==> config.mk <==
export PLATFORM = sky130hd
export DESIGN_NAME = octagon_position_codec_core_flat
export DESIGN_NICKNAME = d
export VERILOG_FILES = /design/src/hw/rtl/ocp_pkg.sv /design/src/hw/rtl/ocp_in_if.sv /design/src/hw/rtl/ocp_out_if.sv /design/src/hw/rtl/ocp_front.sv /design/src/hw/rtl/ocp_sqrt_stage.sv /design/src/hw/rtl/ocp_finish.sv /design/src/hw/rtl/octagon_position_codec_core.sv /design/src/flat_wrapper.sv
export SDC_FILE = /design/constraint.sdc
export NUM_CORES = 2
export LEC_CHECK = 0
export BUFFER_PORTS_ARGS = -buffer_cell sky130_fd_sc_hd__buf_4
export CORE_MARGIN = 2
export CORE_UTILIZATION = 44
export CTS_CLUSTER_SIZE = 8
export DETAILED_ROUTE_END_ITERATION = 10
export PLACE_DENSITY_LB_ADDON = 0.15
export SETUP_SLACK_MARGIN = 0.15
export SYNTH_ARGS = -nofsm -noshare
export SYNTH_HDL_FRONTEND = slang
export SYNTH_SLANG_ARGS = --single-unit
==> constraint.sdc <==
create_clock -name clk -period 14.1 [get_ports clk]
set_input_delay 1.41 -clock clk [delete_from_list [all_inputs] [get_ports clk]]
set_output_delay 1.41 -clock clk [all_outputs]
set_load 0.02 [all_outputs]
==> src/hw/rtl/ocp_pkg.sv <==
`default_nettype none
package ocp_pkg;

	// Largest valid variable index
	localparam int MAX_VAR_INDEX = 46340;
	localparam logic [63:0] MAX_IDX = 64'(MAX_VAR_INDEX);
	// Largest position that decodes to a constraint
	localparam logic [63:0] POS_LIMIT = 64'd2 * MAX_IDX * MAX_IDX;

	localparam int POS_W = 32;
	localparam int IDX_W = 16;
	localparam int SQ_W = 16;          // root bits of a 32-bit radicand
	localparam int REM_W = SQ_W + 4;   // partial remainder
	localparam int ITER_PER_STAGE = 4;
	localparam int SQRT_STAGES = SQ_W / ITER_PER_STAGE;

	typedef logic [1:0] sgn_t;
	localparam sgn_t SGN_NEG = 2'd0;
	localparam sgn_t SGN_ZERO = 2'd1;
	localparam sgn_t SGN_POS = 2'd2;
	localparam sgn_t SGN_BAD = 2'd3;

	localparam logic MODE_DECODE = 1'b0;
	localparam logic MODE_ENCODE = 1'b1;

	// Input item as held in the pipeline
	typedef struct packed {
		logic             mode;
		logic [POS_W-1:0] pos;
		sgn_t             s1;
		logic [IDX_W-1:0] i1;
		sgn_t             s2;
		logic [IDX_W-1:0] i2;
	} ocp_req_t;

	// Item travelling through the root stages
	typedef struct packed {
		ocp_req_t         req;
		logic             is_zero;
		logic             over;
		logic             enc_bad;
		logic [POS_W-1:0] x;
		logic [REM_W-1:0] rem;
		logic [SQ_W-1:0]  root;
	} ocp_sq_t;

	// Result item
	typedef struct packed {
		logic [POS_W-1:0] pos;
		sgn_t             s1;
		logic [IDX_W-1:0] i1;
		sgn_t             s2;
		logic [IDX_W-1:0] i2;
		logic             invalid;
	} ocp_rsp_t;

endpackage
`default_nettype wire

==> src/hw/rtl/ocp_in_if.sv <==
`default_nettype none
interface ocp_in_if;
	logic        valid;
	logic        ready;
	logic        mode;
	logic [31:0] position_in;
	logic [1:0]  sign_first_in;
	logic [15:0] index_first_in;
	logic [1:0]  sign_second_in;
	logic [15:0] index_second_in;

	modport source (
		output valid, mode, position_in, sign_first_in, index_first_in,
		       sign_second_in, index_second_in,
		input  ready
	);
	modport sink (
		input  valid, mode, position_in, sign_first_in, index_first_in,
		       sign_second_in, index_second_in,
		output ready
	);
endinterface
`default_nettype wire

==> src/hw/rtl/ocp_out_if.sv <==
`default_nettype none
interface ocp_out_if;
	logic        valid;
	logic        ready;
	logic [31:0] position_out;
	logic [1:0]  sign_first_out;
	logic [15:0] index_first_out;
	logic [1:0]  sign_second_out;
	logic [15:0] index_second_out;
	logic        invalid;

	modport source (
		output valid, position_out, sign_first_out, index_first_out,
		       sign_second_out, index_second_out, invalid,
		input  ready
	);
	modport sink (
		input  valid, position_out, sign_first_out, index_first_out,
		       sign_second_out, index_second_out, invalid,
		output ready
	);
endinterface
`default_nettype wire

==> src/hw/rtl/ocp_front.sv <==
`default_nettype none
module ocp_front (
	input  wire logic            clk,
	input  wire logic            en,
	input  wire ocp_pkg::ocp_req_t req,
	output ocp_pkg::ocp_sq_t     sq_s1
);
	import ocp_pkg::*;

	logic [POS_W-1:0] pos_m1;
	logic             bad;

	// Range and consistency checks, radicand for the root
	always_comb begin
		pos_m1 = req.pos - POS_W'(1);
		bad = 1'b0;
		if (req.s1 == SGN_BAD || req.s2 == SGN_BAD) bad = 1'b1;
		if (req.i1 == '0 || {48'd0, req.i1} > MAX_IDX) bad = 1'b1;
		if (req.s2 != SGN_ZERO && (req.i2 == '0 || req.i2 >= req.i1)) bad = 1'b1;
	end

	always_ff @(posedge clk) begin
		if (en) begin
			sq_s1.req     <= req;
			sq_s1.is_zero <= (req.pos == '0);
			sq_s1.over    <= ({32'd0, req.pos} > POS_LIMIT);
			sq_s1.enc_bad <= bad;
			sq_s1.x       <= {1'b0, pos_m1[POS_W-1:1]};
			sq_s1.rem     <= '0;
			sq_s1.root    <= '0;
		end
	end
endmodule
`default_nettype wire

==> src/hw/rtl/ocp_sqrt_stage.sv <==
`default_nettype none
module ocp_sqrt_stage (
	input  wire logic          clk,
	input  wire logic          en,
	input  wire ocp_pkg::ocp_sq_t d,
	output ocp_pkg::ocp_sq_t   q
);
	import ocp_pkg::*;

	logic [POS_W-1:0] x;
	logic [REM_W-1:0] rem;
	logic [REM_W-1:0] trial;
	logic [SQ_W-1:0]  root;

	// Digit-by-digit root, two radicand bits per iteration
	always_comb begin
		x = d.x;
		rem = d.rem;
		root = d.root;
		trial = '0;
		for (int k = 0; k < ITER_PER_STAGE; k++) begin
			rem = {rem[REM_W-3:0], x[POS_W-1:POS_W-2]};
			x = {x[POS_W-3:0], 2'b00};
			trial = {2'b00, root, 2'b01};
			if (rem >= trial) begin
				rem = rem - trial;
				root = {root[SQ_W-2:0], 1'b1};
			end else begin
				root = {root[SQ_W-2:0], 1'b0};
			end
		end
	end

	always_ff @(posedge clk) begin
		if (en) begin
			q.req     <= d.req;
			q.is_zero <= d.is_zero;
			q.over    <= d.over;
			q.enc_bad <= d.enc_bad;
			q.x       <= x;
			q.rem     <= rem;
			q.root    <= root;
		end
	end
endmodule
`default_nettype wire

==> src/hw/rtl/ocp_finish.sv <==
`default_nettype none
module ocp_finish (
	input  wire logic          clk,
	input  wire logic          en_mul,
	input  wire logic          en_out,
	input  wire ocp_pkg::ocp_sq_t d,
	output ocp_pkg::ocp_rsp_t  rsp_s7
);
	import ocp_pkg::*;

	ocp_req_t         req_s6;
	logic             is_zero_s6;
	logic             over_s6;
	logic             enc_bad_s6;
	logic [SQ_W-1:0]  root_s6;
	logic [POS_W-1:0] sq_s6;
	logic [18:0]      off_s6;

	logic [SQ_W-1:0]  m;
	logic [17:0]      off_a;
	logic [17:0]      off_b;
	logic [IDX_W-1:0] i1_m1;
	logic [IDX_W-1:0] i2_m1;

	// Shared square: group root when decoding, first index less one when encoding
	always_comb begin
		i1_m1 = d.req.i1 - IDX_W'(1);
		i2_m1 = d.req.i2 - IDX_W'(1);
		m = (d.req.mode == MODE_ENCODE) ? i1_m1 : d.root;
		off_a = (d.req.s1 == SGN_POS) ? ({1'b0, i1_m1, 1'b0} + 18'd1) : '0;
		unique case (d.req.s2)
			SGN_NEG: off_b = {1'b0, i2_m1, 1'b0} + 18'd1;
			SGN_POS: off_b = {1'b0, i2_m1, 1'b0} + 18'd2;
			default: off_b = '0;
		endcase
	end

	always_ff @(posedge clk) begin
		if (en_mul) begin
			req_s6     <= d.req;
			is_zero_s6 <= d.is_zero;
			over_s6    <= d.over;
			enc_bad_s6 <= d.enc_bad;
			root_s6    <= d.root;
			sq_s6      <= POS_W'(m) * POS_W'(m);
			off_s6     <= {1'b0, off_a} + {1'b0, off_b};
		end
	end

	logic [33:0]      base;
	logic [33:0]      rel;
	logic [33:0]      half;
	logic [33:0]      sep;
	logic [33:0]      sep_p1;
	logic [33:0]      sum;
	ocp_rsp_t         res;

	// Group offset, signs and second index; or encoded position
	always_comb begin
		base = {1'b0, sq_s6, 1'b0} + 34'd1;
		half = {17'd0, root_s6, 1'b0};
		rel = {2'b00, req_s6.pos} - base;
		sum = base + {15'd0, off_s6};
		sep = '0;
		sep_p1 = '0;
		res.pos = req_s6.pos;
		res.s1 = SGN_ZERO;
		res.i1 = '0;
		res.s2 = SGN_ZERO;
		res.i2 = '0;
		res.invalid = 1'b0;
		if (req_s6.mode == MODE_DECODE) begin
			if (is_zero_s6) begin
				res.pos = '0;
			end else if (over_s6) begin
				res.invalid = 1'b1;
			end else begin
				if (rel <= half) begin
					res.s1 = SGN_NEG;
					sep = rel;
				end else begin
					res.s1 = SGN_POS;
					sep = rel - half - 34'd1;
				end
				sep_p1 = sep + 34'd1;
				res.i1 = root_s6 + IDX_W'(1);
				if (sep != '0) begin
					res.s2 = sep[0] ? SGN_NEG : SGN_POS;
					res.i2 = sep_p1[IDX_W:1];
				end
			end
		end else begin
			res.s1 = req_s6.s1;
			res.i1 = req_s6.i1;
			res.s2 = req_s6.s2;
			res.i2 = req_s6.i2;
			priority if (req_s6.s1 == SGN_ZERO) begin
				res.pos = '0;
			end else if (enc_bad_s6 || sum[33:32] != 2'b00) begin
				res.pos = '0;
				res.invalid = 1'b1;
			end else begin
				res.pos = sum[POS_W-1:0];
			end
		end
	end

	always_ff @(posedge clk) begin
		if (en_out) rsp_s7 <= res;
	end
endmodule
`default_nettype wire

==> src/hw/rtl/octagon_position_codec_core.sv <==
// Octagon position codec: seven register stages, from the input register to the result register.
// Throughput one item per cycle while the output is ready; the stage count is set by the 16-step integer root,
// four steps per stage, plus input, square and result stages.
// Each stage moves on when the next one is empty or moving, so stalls hold all items.
// Asynchronous active-low reset clears the valid bits only; no clearing pass.
`default_nettype none
module octagon_position_codec_core (
	input  wire logic clk,
	input  wire logic arst_n,
	ocp_in_if.sink    req,
	ocp_out_if.source rsp
);
	import ocp_pkg::*;

	localparam int NSTG = SQRT_STAGES + 3;

	logic [NSTG:1] vld_q;   // one valid bit per stage
	logic [NSTG:1] adv;     // stage may load
	ocp_req_t      req_item;
	ocp_sq_t       sq [0:SQRT_STAGES];
	ocp_rsp_t      rsp_s7;

	// Ready chain from the output backwards
	always_comb begin
		adv[NSTG] = !vld_q[NSTG] || rsp.ready;
		for (int k = NSTG - 1; k >= 1; k--) adv[k] = !vld_q[k] || adv[k+1];
	end

	assign req.ready = adv[1];

	always_ff @(posedge clk or negedge arst_n) begin
		if (!arst_n) begin
			vld_q <= '0;
		end else begin
			if (adv[1]) vld_q[1] <= req.valid;
			for (int k = 2; k <= NSTG; k++) begin
				if (adv[k]) vld_q[k] <= vld_q[k-1];
			end
		end
	end

	// Input item
	always_comb begin
		req_item.mode = req.mode;
		req_item.pos  = req.position_in;
		req_item.s1   = req.sign_first_in;
		req_item.i1   = req.index_first_in;
		req_item.s2   = req.sign_second_in;
		req_item.i2   = req.index_second_in;
	end

	ocp_front u_front (
		.clk   (clk),
		.en    (adv[1]),
		.req   (req_item),
		.sq_s1 (sq[0])
	);

	// Root stages
	for (genvar g = 0; g < SQRT_STAGES; g++) begin : g_sqrt
		ocp_sqrt_stage u_stage (
			.clk (clk),
			.en  (adv[g+2]),
			.d   (sq[g]),
			.q   (sq[g+1])
		);
	end

	ocp_finish u_finish (
		.clk    (clk),
		.en_mul (adv[NSTG-1]),
		.en_out (adv[NSTG]),
		.d      (sq[SQRT_STAGES]),
		.rsp_s7 (rsp_s7)
	);

	assign rsp.valid            = vld_q[NSTG];
	assign rsp.position_out     = rsp_s7.pos;
	assign rsp.sign_first_out   = rsp_s7.s1;
	assign rsp.index_first_out  = rsp_s7.i1;
	assign rsp.sign_second_out  = rsp_s7.s2;
	assign rsp.index_second_out = rsp_s7.i2;
	assign rsp.invalid          = rsp_s7.invalid;
endmodule
`default_nettype wire
==> src/flat_wrapper.sv <==
// flat-port wrapper written by rule: the top's interface ports become plain ports
module octagon_position_codec_core_flat import ocp_pkg::*;
  (clk, arst_n, req_valid, req_mode, req_position_in, req_sign_first_in, req_index_first_in, req_sign_second_in, req_index_second_in, req_ready, rsp_valid, rsp_position_out, rsp_sign_first_out, rsp_index_first_out, rsp_sign_second_out, rsp_index_second_out, rsp_invalid, rsp_ready);
  ocp_in_if req_i ();
  ocp_out_if rsp_i ();
  input  wire logic clk;
  input  wire logic arst_n;
  input wire logic [$bits(req_i.valid)-1:0] req_valid;
  input wire logic [$bits(req_i.mode)-1:0] req_mode;
  input wire logic [$bits(req_i.position_in)-1:0] req_position_in;
  input wire logic [$bits(req_i.sign_first_in)-1:0] req_sign_first_in;
  input wire logic [$bits(req_i.index_first_in)-1:0] req_index_first_in;
  input wire logic [$bits(req_i.sign_second_in)-1:0] req_sign_second_in;
  input wire logic [$bits(req_i.index_second_in)-1:0] req_index_second_in;
  output wire logic [$bits(req_i.ready)-1:0] req_ready;
  output wire logic [$bits(rsp_i.valid)-1:0] rsp_valid;
  output wire logic [$bits(rsp_i.position_out)-1:0] rsp_position_out;
  output wire logic [$bits(rsp_i.sign_first_out)-1:0] rsp_sign_first_out;
  output wire logic [$bits(rsp_i.index_first_out)-1:0] rsp_index_first_out;
  output wire logic [$bits(rsp_i.sign_second_out)-1:0] rsp_sign_second_out;
  output wire logic [$bits(rsp_i.index_second_out)-1:0] rsp_index_second_out;
  output wire logic [$bits(rsp_i.invalid)-1:0] rsp_invalid;
  input wire logic [$bits(rsp_i.ready)-1:0] rsp_ready;
  assign req_i.valid = req_valid;
  assign req_i.mode = req_mode;
  assign req_i.position_in = req_position_in;
  assign req_i.sign_first_in = req_sign_first_in;
  assign req_i.index_first_in = req_index_first_in;
  assign req_i.sign_second_in = req_sign_second_in;
  assign req_i.index_second_in = req_index_second_in;
  assign req_ready = req_i.ready;
  assign rsp_valid = rsp_i.valid;
  assign rsp_position_out = rsp_i.position_out;
  assign rsp_sign_first_out = rsp_i.sign_first_out;
  assign rsp_index_first_out = rsp_i.index_first_out;
  assign rsp_sign_second_out = rsp_i.sign_second_out;
  assign rsp_index_second_out = rsp_i.index_second_out;
  assign rsp_invalid = rsp_i.invalid;
  assign rsp_i.ready = rsp_ready;
  octagon_position_codec_core u_core (.clk(clk), .arst_n(arst_n), .req(req_i), .rsp(rsp_i));
endmodule
==> impl_results.md <==
* Status: completed
* Distinct cells, synth at 100
* CP Max Fanout at 24
* Worst-path clk slew at 60 ps
* Post-CTS sizing at 0
* Worst R2R Setup Slack at between 1500 and 2000 ps
* Post-synth EDFFs at 740
* Grt met2 use at 0.361
* Rows at 120
* Fill count at 9,720
* Final #Nets at just over 5,000
* # Post-CTS Setup Buffers at 0
* RR Endpoint: u_core.g_sqrt[3].u_stage.q[0]
* Clock root cell: clkbuf_16
* Layout Skew at around 120 ps
* CP Capture Point: u_core.g_sqrt[3].u_stage.q[0]
* Crit path launch: u_core.g_sqrt[2].u_stage.q[0]
* Die W at 333 um
* Yosys warns at 0
* Met1 Track Usage GR at 0.300
* Crit path launch type: flip-flop
* Total grt overflow at 0
* Clock latency on the worst-skew pair at 710 ps
* Yosys reg bits at between 700 and 800
* RSZ-0062 raised after global routing: false
* Hold Fails Final Rpt at 0
* CP Capture Type: flip-flop
* Instance count on the critical path at 52
* Total core area at 107,000 um^2
* Total number of vias at 33,000
* Avg Inst Size Synth at 11.0 um^2
* GRT busiest layer: met2
* Post-synth top flop: edfxtp_1
* Initial Util at 0.444
* Antenna violations before repair at 5
* Slew headroom at 0.221
* DR iter-0 viols at 2,741
* Crit path max-delay family: compound AO/OA/AOI/OAI gates
* Die height at roughly 330 um
* DR vias/cell at 5.52
* Detailed Place HPWL at 96.4 mm
* Largest net degree at the start of global routing at 76
* Total I/O pin count at 144
* # Max-Cap Violations at 0
* FF+latch area at 22,400 um^2
* CTS tree: yes
* Clock Tree Buf Depth at 3
* Fin. max-slew vios at 0
* Setup_tns at 0 ps
* Post-Syn Nets at just under 5,000
* Hold Buf Count CTS at 0
* Worst slew pin tran at 1160 ps
* Layout cells sized above 1 at 0.0814
* Worst Path Buf+Inv at 3
* Final Worst Setup Slack at 2000 ps
* Endpoints failing setup at 0
* Worst path max stage delay at 720 ps
* Util after Layout at 0.498
* Critical-path top delay cell: clkinv_1
* Setup WS pre-CTS at 2100 ps
* Total GRT Usage at 0.219
* Post-synth top cells: 740 x edfxtp_1, 424 x inv_1, 379 x nor2_1
* Critical Path AT at around 13,000 ps
* DRT Pass-1 Iters at 5
* Crit share post-route at 0.858
* Area of the multi-input gates at 23,300 um^2
* Leading area contributor after synthesis: edfxtp_1
* Drt wl/cell at 20.6 um
* Gate Count Post-Synth at 4,337
* Top post-synthesis cells by area: edfxtp_1 47%, ha_1 9.1%, fa_1 7.0%
* # clock sinks at 747
* Worst path required time at 14,500 ps
* CP Class: reg -> reg
* Total CTS buffers at 106
* Sequential share of the synthesized area at 0.470
* FF-to-FF Start: u_core.g_sqrt[2].u_stage.q[0]
* Number of global-route vias before repair at about 33,000
* Fmax at 82.6 MHz
* ANT nets after route at 0
* Total die area at 111,000 um^2
* H-tree lvl count at 3
* Routing usage on met3 at 0.0299
* Global-route wire length before repair at 188 mm
* HP Class: reg -> reg
* Final worst path period need at 12,100 ps
* IO Port Bufs at 143
* FF-to-FF path depth at 52
* Area share of the largest cell type after synthesis at 0.467
* Synthesized area at 47,600 um^2
* Layout Area Growth over Synthesis at 12.0%
* RePlAce Congestion at 0.895
* Final WL at 123 mm
* Asr flop ratio synth at 0.00937
* Drt drc at 0
* Cell with the most instances after synthesis: edfxtp_1
## worst min-delay path by stage
stage                                    startpoint                              end  slack, ps  cells after the start
after floorplan           u_core.u_front.sq_s1[100]  u_core.g_sqrt[0].u_stage.q[100]        400                      0
after global placement     u_core.u_front.sq_s1[87]   u_core.g_sqrt[0].u_stage.q[87]        400                      0
after detailed placement  u_core.u_front.sq_s1[103]  u_core.g_sqrt[0].u_stage.q[103]        400                      0
after CTS                 u_core.u_front.sq_s1[126]  u_core.g_sqrt[0].u_stage.q[126]        330                      0
after global routing      u_core.u_front.sq_s1[126]  u_core.g_sqrt[0].u_stage.q[126]        350                      0
final                     u_core.u_front.sq_s1[126]  u_core.g_sqrt[0].u_stage.q[126]        340                      0
## logic make-up after synthesis
| kind of cell | Yosys count | synth area share |
|---|---|---|
| compound gates | 892 | 0.123 |
| simple gates | 1270 | 0.129 |
| mux | 49 | 0.0108 |
| buf+inv | 523 | 0.0423 |
| fa+ha+maj | 512 | 0.161 |
| flops | 747 | 0.470 |
| xor+xnor | 344 | 0.0634 |
## metal layers
metal  share of wire  wire length (um)
met1            0.45             55300
met2            0.47             57900
met3           0.050              6180
met4           0.027              3350
met5        0.000090                11
## layout make-up
class,instances,share of cell area
multi-input combinational,3067,0.436
sequential,747,0.420
clock buffer,127,0.0512
tap,1403,0.0329
inverter,435,0.0308
timing repair buffer,167,0.0235
clock inverter,15,0.00521
antenna,3,0.000141
## metrics by stage
stage / hold slack, ps / instances / cell area, um^2
2_1_floorplan: 400 / 4337 / 47600
3_3_place_gp: 400 / 5819 / 50300
3_5_place_dp: 405 / 5819 / 50300
4_1_cts: 331 / 5961 / 53300
5_1_grt: 350 / 5964 / 53300
6_report: 339 / 5964 / 53300
## worst reg2reg max path, delay by kind of cell (launching register included)
family                     cells  cell delay (ps)
AOI/OAI and AO/OA             25             4810
and+or+nand+nor               19             3980
adders and majority gates      4             1440
buffers and inverters          3             1090
DFF                            1              330
muxes                          1              200
## cells in the final DEF (no fill, tap or decap), drive strengths merged, types with 39 or more instances in the layout
cell type,instances
edfxtp,740
inv,427
nor2,379
ha,345
nand2,319
a21oi,245
xnor2,232
o21ai,180
fa,167
buf,167
clkbuf,127
nor3,118
xor2,112
a21o,99
nand3,76
or3,48
nand2b,45
o21bai,43
nand4,43
nor2b,42
nor4,39
## state kept, by name, summed over array words and instances (netlist names), 7 cells and up
register / cells
u_core.u_finish.req_s6: 69
u_core.u_front.sq_s1: 103
u_core.u_finish.sq_s6: 31
u_core.u_finish.rsp_s7: 69
u_core.u_finish.off_s6: 19
u_core.g_sqrt.u_stage.q: 430
u_core.u_finish.root_s6: 16
u_core.vld_q: 7
Power is not shown: default switching activity piles up to over one toggle a cycle in this logic, so the estimate is an artifact.
